===== src/hdl/ssuid_pkg.sv =====
// Shared types and codes for the small set union / intersect / difference block.
package ssuid_pkg;

   // Fixed field widths of the channels
   localparam int OP_W    = 3;
   localparam int VALUE_W = 32;

   // Operation codes on the request channel
   localparam logic [OP_W-1:0] OP_APPEND_A = 3'd0;
   localparam logic [OP_W-1:0] OP_APPEND_B = 3'd1;
   localparam logic [OP_W-1:0] OP_CLEAR_A  = 3'd2;
   localparam logic [OP_W-1:0] OP_CLEAR_B  = 3'd3;
   localparam logic [OP_W-1:0] OP_UNION    = 3'd4;
   localparam logic [OP_W-1:0] OP_INTERSECT = 3'd5;
   localparam logic [OP_W-1:0] OP_DIFF     = 3'd6;

   // Status codes on the response channel
   localparam logic STATUS_OK   = 1'b0;
   localparam logic STATUS_FULL = 1'b1;

   // Command class handed from the front end to the back end
   typedef enum logic [2:0] {
      KIND_APPEND,
      KIND_CLEAR,
      KIND_UNION,
      KIND_INTERSECT,
      KIND_DIFF,
      KIND_NOP
   } kind_type;

   typedef struct packed {
      kind_type kind;
      logic     sel_b;   // store B for append / clear
   } cmd_type;

endpackage


===== src/hdl/ssuid_chan_if.sv =====
// Valid/ready channel interfaces for the request and response beats.
interface ssuid_req_if;
   import ssuid_pkg::*;

   logic                       valid;
   logic                       ready;
   logic [OP_W-1:0]            operation;
   logic signed [VALUE_W-1:0]  value;

   modport source (output valid, output operation, output value, input ready);
   modport sink   (input valid, input operation, input value, output ready);
endinterface

interface ssuid_rsp_if;
   import ssuid_pkg::*;

   logic                       valid;
   logic                       ready;
   logic signed [VALUE_W-1:0]  result_value;
   logic                       last;
   logic                       empty_res;
   logic                       status;

   modport source (output valid, output result_value, output last, output empty_res,
                   output status, input ready);
   modport sink   (input valid, input result_value, input last, input empty_res,
                   input status, output ready);
endinterface


===== src/hdl/ssuid_front.sv =====
// Front end: accepts request beats, classifies them and queues commands.
module ssuid_front #(
   parameter int WIDTH = 32
) (
   input  logic               clock,
   input  logic               reset,
   ssuid_req_if.sink          req_ch,
   output logic               q_valid,
   output ssuid_pkg::cmd_type q_cmd,
   output logic [WIDTH-1:0]   q_value,
   input  logic               q_pop
);
   import ssuid_pkg::*;

   localparam int XW     = (WIDTH > VALUE_W) ? WIDTH : VALUE_W;
   localparam int QDEPTH = 2;

   cmd_type          dec_cmd;
   logic [XW-1:0]    dec_wide;
   logic [WIDTH-1:0] dec_value;
   logic             push;

   cmd_type          cmd_ff [QDEPTH];
   logic [WIDTH-1:0] val_ff [QDEPTH];
   logic             wr_ptr_ff;
   logic             rd_ptr_ff;
   logic [1:0]       fill_ff;
   logic [1:0]       fill_in;

   // classify the operation
   always_comb begin
      dec_cmd.sel_b = 1'b0;
      case (req_ch.operation)
         OP_APPEND_A: begin
            dec_cmd.kind = KIND_APPEND;
         end
         OP_APPEND_B: begin
            dec_cmd.kind  = KIND_APPEND;
            dec_cmd.sel_b = 1'b1;
         end
         OP_CLEAR_A: begin
            dec_cmd.kind = KIND_CLEAR;
         end
         OP_CLEAR_B: begin
            dec_cmd.kind  = KIND_CLEAR;
            dec_cmd.sel_b = 1'b1;
         end
         OP_UNION:     dec_cmd.kind = KIND_UNION;
         OP_INTERSECT: dec_cmd.kind = KIND_INTERSECT;
         OP_DIFF:      dec_cmd.kind = KIND_DIFF;
         default:      dec_cmd.kind = KIND_NOP;
      endcase
   end

   // stored word is the low WIDTH bits of the zero-extended value
   assign dec_wide  = XW'($unsigned(req_ch.value));
   assign dec_value = dec_wide[WIDTH-1:0];

   assign req_ch.ready = (fill_ff != 2'(QDEPTH));
   assign push         = req_ch.valid && req_ch.ready;

   // occupancy of the command queue
   always_comb begin
      case ({push, q_pop})
         2'b10:   fill_in = fill_ff + 2'd1;
         2'b01:   fill_in = fill_ff - 2'd1;
         default: fill_in = fill_ff;
      endcase
   end

   always_ff @(posedge clock) begin
      if (reset) begin
         wr_ptr_ff <= 1'b0;
         rd_ptr_ff <= 1'b0;
         fill_ff   <= 2'd0;
      end else begin
         fill_ff <= fill_in;
         if (push) begin
            wr_ptr_ff <= ~wr_ptr_ff;
         end
         if (q_pop) begin
            rd_ptr_ff <= ~rd_ptr_ff;
         end
      end
   end

   // queue entries
   always_ff @(posedge clock) begin
      if (push) begin
         cmd_ff[wr_ptr_ff] <= dec_cmd;
         val_ff[wr_ptr_ff] <= dec_value;
      end
   end

   assign q_valid = (fill_ff != 2'd0);
   assign q_cmd   = cmd_ff[rd_ptr_ff];
   assign q_value = val_ff[rd_ptr_ff];

endmodule


===== src/hdl/ssuid_back.sv =====
// Back end: holds both stores, runs appends, clears and set scans, drives responses.
module ssuid_back #(
   parameter int DEPTH = 16,
   parameter int WIDTH = 32
) (
   input  logic               clock,
   input  logic               reset,
   input  logic               q_valid,
   input  ssuid_pkg::cmd_type q_cmd,
   input  logic [WIDTH-1:0]   q_value,
   output logic               q_pop,
   ssuid_rsp_if.source        rsp_ch
);
   import ssuid_pkg::*;

   localparam int IW = (DEPTH > 1) ? $clog2(DEPTH) : 1;
   localparam int CW = $clog2(DEPTH + 1);
   localparam int XW = (WIDTH > VALUE_W) ? WIDTH : VALUE_W;

   typedef enum logic [1:0] {
      ST_IDLE,
      ST_SCAN,
      ST_FINISH
   } state_type;

   // element stores, no reset: only entries below the counts are read
   logic [WIDTH-1:0] store_a_ff [DEPTH];
   logic [WIDTH-1:0] store_b_ff [DEPTH];
   logic             wr_a;
   logic             wr_b;

   state_type        state_ff, state_in;
   logic [CW-1:0]    count_a_ff, count_a_in;
   logic [CW-1:0]    count_b_ff, count_b_in;
   logic [CW-1:0]    idx_ff, idx_in;
   logic             scan_b_ff, scan_b_in;
   kind_type         kind_ff, kind_in;
   logic [WIDTH-1:0] hold_ff, hold_in;
   logic             hold_valid_ff, hold_valid_in;

   logic                 rsp_valid_ff, rsp_valid_in;
   logic [VALUE_W-1:0]   rsp_value_ff, rsp_value_in;
   logic                 rsp_last_ff, rsp_last_in;
   logic                 rsp_empty_ff, rsp_empty_in;
   logic                 rsp_status_ff, rsp_status_in;

   logic             out_free;
   logic [WIDTH-1:0] scan_elem;
   logic [XW-1:0]    hold_wide;
   logic             in_a;
   logic             in_b;
   logic             in_other;
   logic             scan_end;
   logic             qualify;
   logic             full;

   assign out_free  = !rsp_valid_ff || rsp_ch.ready;
   assign scan_elem = scan_b_ff ? store_b_ff[idx_ff[IW-1:0]] : store_a_ff[idx_ff[IW-1:0]];
   assign hold_wide = XW'(hold_ff);
   assign scan_end  = scan_b_ff ? (idx_ff >= count_b_ff) : (idx_ff >= count_a_ff);

   // parallel membership compare of the scanned element against both stores
   always_comb begin
      in_a = 1'b0;
      in_b = 1'b0;
      for (int j = 0; j < DEPTH; j++) begin
         if ((store_a_ff[j] == scan_elem) && (CW'(j) < count_a_ff)) begin
            in_a = 1'b1;
         end
         if ((store_b_ff[j] == scan_elem) && (CW'(j) < count_b_ff)) begin
            in_b = 1'b1;
         end
      end
   end

   assign in_other = scan_b_ff ? in_a : in_b;

   // does the scanned element belong to the result
   always_comb begin
      case (kind_ff)
         KIND_UNION:     qualify = scan_b_ff ? !in_other : 1'b1;
         KIND_INTERSECT: qualify = in_other;
         KIND_DIFF:      qualify = !in_other;
         default:        qualify = 1'b0;
      endcase
   end

   assign full = q_cmd.sel_b ? (count_b_ff == CW'(DEPTH)) : (count_a_ff == CW'(DEPTH));

   // sequencer
   always_comb begin
      state_in      = state_ff;
      count_a_in    = count_a_ff;
      count_b_in    = count_b_ff;
      idx_in        = idx_ff;
      scan_b_in     = scan_b_ff;
      kind_in       = kind_ff;
      hold_in       = hold_ff;
      hold_valid_in = hold_valid_ff;
      rsp_valid_in  = rsp_valid_ff && !rsp_ch.ready;
      rsp_value_in  = rsp_value_ff;
      rsp_last_in   = rsp_last_ff;
      rsp_empty_in  = rsp_empty_ff;
      rsp_status_in = rsp_status_ff;
      q_pop         = 1'b0;
      wr_a          = 1'b0;
      wr_b          = 1'b0;

      case (state_ff)
         ST_IDLE: begin
            if (q_valid && out_free) begin
               q_pop         = 1'b1;
               // status beat unless a set scan starts
               rsp_value_in  = '0;
               rsp_last_in   = 1'b1;
               rsp_empty_in  = 1'b1;
               rsp_status_in = STATUS_OK;
               case (q_cmd.kind)
                  KIND_APPEND: begin
                     rsp_valid_in = 1'b1;
                     if (full) begin
                        rsp_status_in = STATUS_FULL;
                     end else if (q_cmd.sel_b) begin
                        wr_b       = 1'b1;
                        count_b_in = count_b_ff + CW'(1);
                     end else begin
                        wr_a       = 1'b1;
                        count_a_in = count_a_ff + CW'(1);
                     end
                  end
                  KIND_CLEAR: begin
                     rsp_valid_in = 1'b1;
                     if (q_cmd.sel_b) begin
                        count_b_in = '0;
                     end else begin
                        count_a_in = '0;
                     end
                  end
                  KIND_UNION, KIND_INTERSECT, KIND_DIFF: begin
                     rsp_valid_in  = 1'b0;
                     kind_in       = q_cmd.kind;
                     scan_b_in     = (q_cmd.kind == KIND_INTERSECT);
                     idx_in        = '0;
                     hold_valid_in = 1'b0;
                     state_in      = ST_SCAN;
                  end
                  default: begin
                     rsp_valid_in = 1'b1;
                  end
               endcase
            end
         end
         ST_SCAN: begin
            if (scan_end) begin
               if ((kind_ff == KIND_UNION) && !scan_b_ff) begin
                  scan_b_in = 1'b1;
                  idx_in    = '0;
               end else begin
                  state_in = ST_FINISH;
               end
            end else if (out_free) begin
               idx_in = idx_ff + CW'(1);
               if (qualify) begin
                  // one element of lookahead decides the last mark
                  if (hold_valid_ff) begin
                     rsp_valid_in  = 1'b1;
                     rsp_value_in  = hold_wide[VALUE_W-1:0];
                     rsp_last_in   = 1'b0;
                     rsp_empty_in  = 1'b0;
                     rsp_status_in = STATUS_OK;
                  end
                  hold_in       = scan_elem;
                  hold_valid_in = 1'b1;
               end
            end
         end
         ST_FINISH: begin
            if (out_free) begin
               rsp_valid_in  = 1'b1;
               rsp_last_in   = 1'b1;
               rsp_status_in = STATUS_OK;
               if (hold_valid_ff) begin
                  rsp_value_in = hold_wide[VALUE_W-1:0];
                  rsp_empty_in = 1'b0;
               end else begin
                  rsp_value_in = '0;
                  rsp_empty_in = 1'b1;
               end
               hold_valid_in = 1'b0;
               state_in      = ST_IDLE;
            end
         end
         default: begin
            state_in = ST_IDLE;
         end
      endcase
   end

   // state and registered outputs
   always_ff @(posedge clock) begin
      if (reset) begin
         state_ff      <= ST_IDLE;
         count_a_ff    <= '0;
         count_b_ff    <= '0;
         hold_valid_ff <= 1'b0;
         rsp_valid_ff  <= 1'b0;
      end else begin
         state_ff      <= state_in;
         count_a_ff    <= count_a_in;
         count_b_ff    <= count_b_in;
         hold_valid_ff <= hold_valid_in;
         rsp_valid_ff  <= rsp_valid_in;
      end
      idx_ff        <= idx_in;
      scan_b_ff     <= scan_b_in;
      kind_ff       <= kind_in;
      hold_ff       <= hold_in;
      rsp_value_ff  <= rsp_value_in;
      rsp_last_ff   <= rsp_last_in;
      rsp_empty_ff  <= rsp_empty_in;
      rsp_status_ff <= rsp_status_in;
   end

   // store writes at the current fill position
   always_ff @(posedge clock) begin
      if (wr_a) begin
         store_a_ff[count_a_ff[IW-1:0]] <= q_value;
      end
      if (wr_b) begin
         store_b_ff[count_b_ff[IW-1:0]] <= q_value;
      end
   end

   assign rsp_ch.valid        = rsp_valid_ff;
   assign rsp_ch.result_value = rsp_value_ff;
   assign rsp_ch.last         = rsp_last_ff;
   assign rsp_ch.empty_res    = rsp_empty_ff;
   assign rsp_ch.status       = rsp_status_ff;

endmodule


===== src/hdl/small_set_union_intersect_diff.sv =====
// Top level of the two-store set union / intersect / difference block.
//
//   channel   dir   handshake       beat contents
//   req_ch    in    valid / ready   operation, value
//   rsp_ch    out   valid / ready   result_value, last, empty_res, status
//
// Append, clear and unused codes: one status beat each.
// Union, intersect and difference: element beats, the final one marked last.
// Each scan step reads one element and compares it against every entry of the other store.
// Reset clears both counts; the stores are not cleared and need no clearing pass.
// A two-entry command queue and an output register let requests and responses stall apart.
module small_set_union_intersect_diff #(
   parameter int DEPTH = 16,
   parameter int WIDTH = 32
) (
   input  logic        clock,
   input  logic        reset,
   ssuid_req_if.sink   req_ch,
   ssuid_rsp_if.source rsp_ch
);
   import ssuid_pkg::*;

   logic             q_valid;
   cmd_type          q_cmd;
   logic [WIDTH-1:0] q_value;
   logic             q_pop;

   ssuid_front #(
      .WIDTH (WIDTH)
   ) u_front (
      .clock   (clock),
      .reset   (reset),
      .req_ch  (req_ch),
      .q_valid (q_valid),
      .q_cmd   (q_cmd),
      .q_value (q_value),
      .q_pop   (q_pop)
   );

   ssuid_back #(
      .DEPTH (DEPTH),
      .WIDTH (WIDTH)
   ) u_back (
      .clock   (clock),
      .reset   (reset),
      .q_valid (q_valid),
      .q_cmd   (q_cmd),
      .q_value (q_value),
      .q_pop   (q_pop),
      .rsp_ch  (rsp_ch)
   );

endmodule


===== src/flat_wrapper.sv =====
// flat-port wrapper written by rule: the top's interface ports become plain ports
module small_set_union_intersect_diff_flat import ssuid_pkg::*;
#(
   parameter int DEPTH = 16,
   parameter int WIDTH = 32
)
  (clock, reset, req_ch_valid, req_ch_operation, req_ch_value, req_ch_ready, rsp_ch_valid, rsp_ch_result_value, rsp_ch_last, rsp_ch_empty_res, rsp_ch_status, rsp_ch_ready);
  ssuid_req_if req_ch_i ();
  ssuid_rsp_if rsp_ch_i ();
  input  logic clock;
  input  logic reset;
  input wire logic [$bits(req_ch_i.valid)-1:0] req_ch_valid;
  input wire logic [$bits(req_ch_i.operation)-1:0] req_ch_operation;
  input wire logic [$bits(req_ch_i.value)-1:0] req_ch_value;
  output wire logic [$bits(req_ch_i.ready)-1:0] req_ch_ready;
  output wire logic [$bits(rsp_ch_i.valid)-1:0] rsp_ch_valid;
  output wire logic [$bits(rsp_ch_i.result_value)-1:0] rsp_ch_result_value;
  output wire logic [$bits(rsp_ch_i.last)-1:0] rsp_ch_last;
  output wire logic [$bits(rsp_ch_i.empty_res)-1:0] rsp_ch_empty_res;
  output wire logic [$bits(rsp_ch_i.status)-1:0] rsp_ch_status;
  input wire logic [$bits(rsp_ch_i.ready)-1:0] rsp_ch_ready;
  assign req_ch_i.valid = req_ch_valid;
  assign req_ch_i.operation = req_ch_operation;
  assign req_ch_i.value = req_ch_value;
  assign req_ch_ready = req_ch_i.ready;
  assign rsp_ch_valid = rsp_ch_i.valid;
  assign rsp_ch_result_value = rsp_ch_i.result_value;
  assign rsp_ch_last = rsp_ch_i.last;
  assign rsp_ch_empty_res = rsp_ch_i.empty_res;
  assign rsp_ch_status = rsp_ch_i.status;
  assign rsp_ch_i.ready = rsp_ch_ready;
  small_set_union_intersect_diff #(.DEPTH(DEPTH), .WIDTH(WIDTH)) u_core (.clock(clock), .reset(reset), .req_ch(req_ch_i), .rsp_ch(rsp_ch_i));
endmodule

===== config.mk =====
export PLATFORM = sky130hd
export DESIGN_NAME = small_set_union_intersect_diff_flat
export DESIGN_NICKNAME = d
export VERILOG_FILES = /design/src/hdl/ssuid_pkg.sv /design/src/hdl/ssuid_chan_if.sv /design/src/hdl/ssuid_front.sv /design/src/hdl/ssuid_back.sv /design/src/hdl/small_set_union_intersect_diff.sv /design/src/flat_wrapper.sv
export SDC_FILE = /design/constraint.sdc
export NUM_CORES = 2
export LEC_CHECK = 0
export ABC_AREA = 0
export BUFFER_PORTS_ARGS = -buffer_cell sky130_fd_sc_hd__buf_2
export CAP_MARGIN = 0
export CORE_MARGIN = 4
export CORE_UTILIZATION = 57
export CTS_CLUSTER_DIAMETER = 200
export DETAILED_ROUTE_END_ITERATION = 7
export PLACE_DENSITY_LB_ADDON = 0.12
export SKIP_LAST_GASP = 1
export SLEW_MARGIN = 20
export SYNTH_ARGS = -nofsm -noshare
export SYNTH_HDL_FRONTEND = slang
export SYNTH_SLANG_ARGS = --single-unit

===== constraint.sdc =====
create_clock -name clock -period 5.25 [get_ports clock]
set_clock_uncertainty 0.05 [all_clocks]
set_input_delay 0.525 -clock clock [delete_from_list [all_inputs] [get_ports clock]]
set_output_delay 0.525 -clock clock [all_outputs]
set_load 0.01 [all_outputs]

; ---- Yosys cells after proc, flatten, opt, wreduce, memory -nomap -nowiden
; Memories as Yosys holds them, arrays and structs flattened. A register that Yosys moved wholly into a read port is not among the register bits.
; Cells that the tools add are included.
[totals]
memories = 4
regBits = 94
ram_bits = 1096
wordCells = 320
input_bits = 39
out_inout_bits = 37
[op_classes]
n_lt_le_gt_ge = 34
reduce_logical = 62
n_eq_ne = 69
addsub = 5
mux = 127
bitwise = 3
[memory_table]
columns = memory, words, width, read_ports, rd_ports_with_merged_regs, write_ports, line
row1 = u_core.u_back.store_a_ff, 16, 32, 17, 1, 1, ssuid_back.sv:27  ; logic [WIDTH-1:0] store_a_ff [DEPTH];
row2 = u_core.u_back.store_b_ff, 16, 32, 17, 1, 1, ssuid_back.sv:28  ; logic [WIDTH-1:0] store_b_ff [DEPTH];
row3 = u_core.u_front.val_ff, 2, 32, 1, 1, 1, ssuid_front.sv:24  ; logic [WIDTH-1:0] val_ff [QDEPTH];
row4 = u_core.u_front.cmd_ff, 2, 4, 1, 1, 1, ssuid_front.sv:23  ; cmd_type cmd_ff [QDEPTH];
[ops]
columns = op, count
row1 = 32-bit == test, 32
row2 = 32-bit 2-to-1 mux, 8
row3 = 32-bit one-hot mux with 3 select lines, 1
row4 = 1-bit 2-to-1 mux, 87
row5 = 4-bit by 5-bit less-than comparator with 1-bit output (first input constant), 16
row6 = 5-bit 2-to-1 mux, 11
row7 = 3-bit by 5-bit less-than comparator with 1-bit output (first input constant), 8
row8 = 1-bit logical AND, 36
row9 = 2-bit inequality test (second input constant), 15
row10 = 5-bit one-hot mux with 2 select lines, 3
row11 = 1-bit by 5-bit less-than comparator with 1-bit output (first input constant), 4
row12 = 2-bit by 5-bit less-than comparator with 1-bit output (first input constant), 4
row13 = 3-bit by 2-bit == test with 1-bit output (second input constant), 6
row14 = 1-bit one-hot mux with 3 select lines, 6
row15 = 5-bit by 1-bit adder with 5-bit output (second input constant), 3
row16 = 3-bit == test (second input constant), 5
row17 = 3-bit one-hot mux with 5 select lines, 1
row18 = 5-bit AND reduction, 3
row19 = 7-bit AND reduction, 2
row20 = 6-bit AND reduction, 2
row21 = 5-bit == test (second input constant), 2
row22 = 5-bit >= comparator, 2
row23 = 2-bit 2-to-1 mux, 5
row24 = 4-bit 2-to-1 mux, 2
row25 = 21 further kinds, 36

; ---- Logic depth before layout (Yosys ltp)
[depth]
depth_word = 27
mapped_depth = 22

; ---- Hierarchy
; Synthesis repeated with hierarchy kept, for this count alone.
[unflattened]
hier_cells = 3958
hier_area_um2 = 58989.1
[by_module_without_submodules]
columns = mod, area_per_inst_um2, instances, cells_each
row1 = ssuid_back, 56153.9, 1, 3819
row2 = ssuid_front, 2835.2, 1, 139

; ---- Worst setup path before layout
; OpenSTA, ideal clock, no wires.
[synth_path]
path_kind = flip-flop to flip-flop
startpoint = reg with a tool-made name
endpoint = reg u_core.u_back.rsp_empty_ff, in the netlist u_core.u_back.rsp_ch.empty_res (enable)
stages_incl_launch_ff = 22
setup_time_ns = 0.397
arrival_time_ns = 4.751
required_time_ns = 4.803
slack_ns = 0.052
period_less_slack_ns = 5.198
path_cell_list = dfxtp_1 buf_6 buf_8 buf_6 buf_6 buf_6 buf_4 mux2i_1 a22oi_1 nand3_1 nand4_2 buf_4 xor2_1 a2111oi_0 nand4_1 nor4_1 nor3_1 o2111ai_1 o32ai_1 or3_1 o311ai_2 a32o_1
[synth_rtl]
columns = item, line
row1 = "end signal, assigned", ssuid_back.sv:220  ; rsp_empty_ff <= rsp_empty_in;
row2 = "end, declared", ssuid_back.sv:44  ; logic rsp_empty_ff, rsp_empty_in;

==> out/results.tsv <==
stage	metric	value	unit
drt	routed vias	40000	
synth	syn_area_per_cell	14.9	µm²
critical_path	delay-heaviest family, CP	buffers and inverters	
clock_network	clock-pin slew on the worst setup and hold paths	60	ps
timing	Final Hold Viols	0	
critical_path	critical path class	flip-flop to flip-flop	
timing	Setup TNS	-17790	ps
critical_path	largest fanout on the critical path	6	
drt	drt first pass iters	8	
power	peak supply drop	0.445	mV
die	core area	102000	µm²
synth	Yosys warnings	0	
global_route	initial antenna violation count	1	
power	Pwr per Cell Area	732	nW/µm²
critical_path	Max stage delay cell, worst path	mux4_2	
finish	Final #Nets	4826	
synth	FF+latch count, synth	1195	
critical_path	Data required, critical path	5660	ps
drt	Vias/cell	6.41	
placement	detailed placer's ending HPWL	139000	µm
synth	ys async rst share	0	%
clock_network	CTS H-tree lvls	4	
clock_network	Sink Count	1195	
die	# rows	117	
run	reported max-cap violation count	0	
placement	IO Port Bufs	75	
global_route	largest net degree at the start of global routing	37	
timing	Worst Tran Pin Value	1190	ps
clock_network	TritonCTS Buffers	133	
finish	share of cells above drive strength 1	29.3	%
finish	most common cell after layout, fill and taps aside	edfxtp_1	
finish	area grow syn2layout	24.8	%
die	Ports	76	
global_route	vias in the first global route	39000	
placement	Final GP Congestion	0.960	
critical_path	WP data arrival	5990	ps
drt	Avg WL per Cell	32.2	µm
timing	minimum clock period	5580	ps
synth	Synth cell types	65	
drt	DRC viols	0	
synth	Synth Instances	3944	
drt	DRT iter0 DRCs	5390	
drt	DRT Wirelength	201000	µm
min_path	HP Class	input pin to flip-flop	
critical_path	Worst path max stage delay	560	ps
synth	main flop type after synthesis	edfxtp_1	
die	Initial Utilization	57.5	%
global_route	first-pass GRT wire length	281000	µm
timing	setup ws final	-325	ps
critical_path	critical path launch point type	flip-flop	
drt	Routed Antenna Nets	0	
timing	unrepaired setup endpoints after global routing	true	
clock_network	Worst-Skew Late Latency	770	ps
synth	syn_nets	4007	
die	die area	108000	µm²
timing	Final Setup Violations	67	
power	total chip power	53.6	mW
global_route	global route overflow	0	
run_status	status	finished, violations left	
die	Die Ht	329	µm
die	die width	329	µm
run_status	violated checks	setup timing	
timing	fin. max-slew vios	0	
clock_network	CTS max path bufs	3	
critical_path	CP Cell Sequence	buf_12 > buf_4 > buf_12 > buf_16 > mux4_2 > mux4_2 > mux2i_4 > buf_8 > buf_4 > xor2_1 > nand4_1 > nor4_4 > buf_4 > a31oi_1 > a21oi_2 > buf_6 > o32ai_4 > or3_1 > o311ai_2 > buf_4 > a32o_2 > buf_12 > clkbuf_16	
critical_path	Worst setup EP type	flip-flop	
power	Leak	26.0	nW
timing	Fmax	179	MHz
synth	Synth Cell Area	58700	µm²
finish	most frequent cells in the layout	1172 x edfxtp_1, 755 x xor2_1, 642 x buf_4, 326 x mux2i_1, 265 x xnor2_1	
timing	Worst slew margin	20.8	%
clock_network	Root Driver	clkbuf_16	
synth	Post-synth EDFFs	1172	
clock_network	TritonCTS clock tree	yes	
global_route	GRT Total Usage	36.6	%
critical_path	WP buf/inv	11	
synth	sequential area share after synthesis	60.8	%
timing	Final period util	106	%
critical_path	Crit path top cell by count	buf_4	
## layer usage
layer / global-route usage, % / wire length, µm / up-vias
met3: 8.27 / 23100 / 451
li1: - / - / 16700
met4: 15.9 / 9790 / 0
met5: 0 / 0 / -
met2: 55.4 / 90000 / 2662
met1: 51.3 / 77800 / 20200
## power by group
| part | switching (mW) | internal, mW |
|---|---|---|
| clock | 3.92 | 5.79 |
| combinational | 18.3 | 13.8 |
| sequential | 0.193 | 11.6 |
## worst paths after layout
check / slack [ps] / start / endpoint / cells after the start
setup / recovery: -330 / flip-flop / u_core.u_back.rsp_ch.result_value[21] / 23
hold / removal: 50 / req_ch_operation[1] / u_core.u_front.cmd_ff[0][2] / 2
setup reg to reg: -330 / flip-flop / u_core.u_back.rsp_ch.result_value[21] / 23
hold reg to reg: 460 / u_core.u_back.hold_ff[26] / u_core.u_back.rsp_ch.result_value[26] / 1
## sequential cells by signal (all words and copies together) (netlist names), 2 cells and up, named ones only
| signal | cells |
|---|---|
| u_core.u_back.rsp_ch.result_value | 32 |
| u_core.u_back.store_b_ff | 512 |
| u_core.u_back.count_a_ff | 5 |
| u_core.u_front.val_ff | 64 |
| u_core.u_back.hold_ff | 32 |
| u_core.u_back.kind_ff | 3 |
| u_core.u_front.cmd_ff | 8 |
| u_core.u_back.idx_ff | 5 |
| u_core.u_back.count_b_ff | 5 |
| u_core.u_back.state_ff | 2 |
| u_core.u_front.fill_ff | 2 |
| u_core.u_back.store_a_ff | 512 |
## final cells by class
class | count | area, µm²
Antenna cell | 1 | 2.50
Clock inverter | 78 | 911
Clock buffer | 167 | 3580
Multi-Input combinational cell | 2497 | 22800
Timing Repair Buffer | 911 | 8490
Sequential cell | 1195 | 35700
Fill cell | 6754 | 28800
Inverter | 25 | 93.8
Tap cell | 1368 | 1710
## worst reg2reg max path, delay by kind of cell, from the launching register on
kind | cells | cell delay [ps]
buffers and inverters | 11 | 1650
AO/OA/AOI/OAI | 5 | 730
multiplexers | 3 | 1370
AND/OR/NAND/NOR | 3 | 940
XOR/XNOR | 1 | 190
flip-flops | 1 | 370
## through the flow
stage,hold slack (ps),setup WS (ps),util [%],cell area (µm²),cells
after floorplan,431,51.7,-,58700,3944
after CTS,0.542,-219,69.8,71200,6120
after global routing,51.6,-422,71.8,73200,6241
after detailed placement,452,-1110,64.2,65500,5805
after global placement,444,-1060,64.2,65500,5805
final,46.5,-325,71.8,73300,6242
## timing repair
item                                   CTS  global route
buffers inserted                        31           118
resized for setup                       85           186
endpoints found under the hold margin   64             0
hold buffers                            32             0
gates cloned                             8             7
setup endpoints to repair               69            69
pin swaps                               10            74
## Yosys cell counts (5+ instances only)
library cell	number	area share, %
nor2_1	97	0.62
mux4_2	103	4.0
inv_1	24	0.15
o21ai_0	11	0.094
ha_1	24	0.51
nand4_2	17	0.36
nand3_1	88	0.75
buf_4	75	0.96
a21oi_1	29	0.25
xnor2_1	270	4.0
a2111oi_0	18	0.27
edfxtp_1	1172	60
nand4_1	130	1.4
a22o_1	10	0.15
buf_1	7	0.045
dfxtp_1	23	0.78
buf_2	64	0.55
nand2b_1	9	0.096
xor2_1	759	11
a22oi_1	151	1.9
mux2i_1	331	5.6
nor4_1	167	1.8
buf_6	26	0.50
and2_1	36	0.38
mux2_2	49	0.94
nor3_1	64	0.55
nand2_1	56	0.36
and3_1	5	0.053
nor2b_1	14	0.15
clkbuf_1	50	0.32
## cells by family (layout without fill, tap and decap cells)
family	after synthesis	after routing	synth area share, %
other cells	0	1	0
mux	489	489	10.8
buf+inv	252	1181	2.66
fa+ha+maj	24	24	0.512
xor+xnor	1029	1029	15.4
simple gates	696	696	6.72
compound gates	259	259	3.23
flops	1195	1195	60.8
No activity file was read; power rests on OpenSTA's default activity.
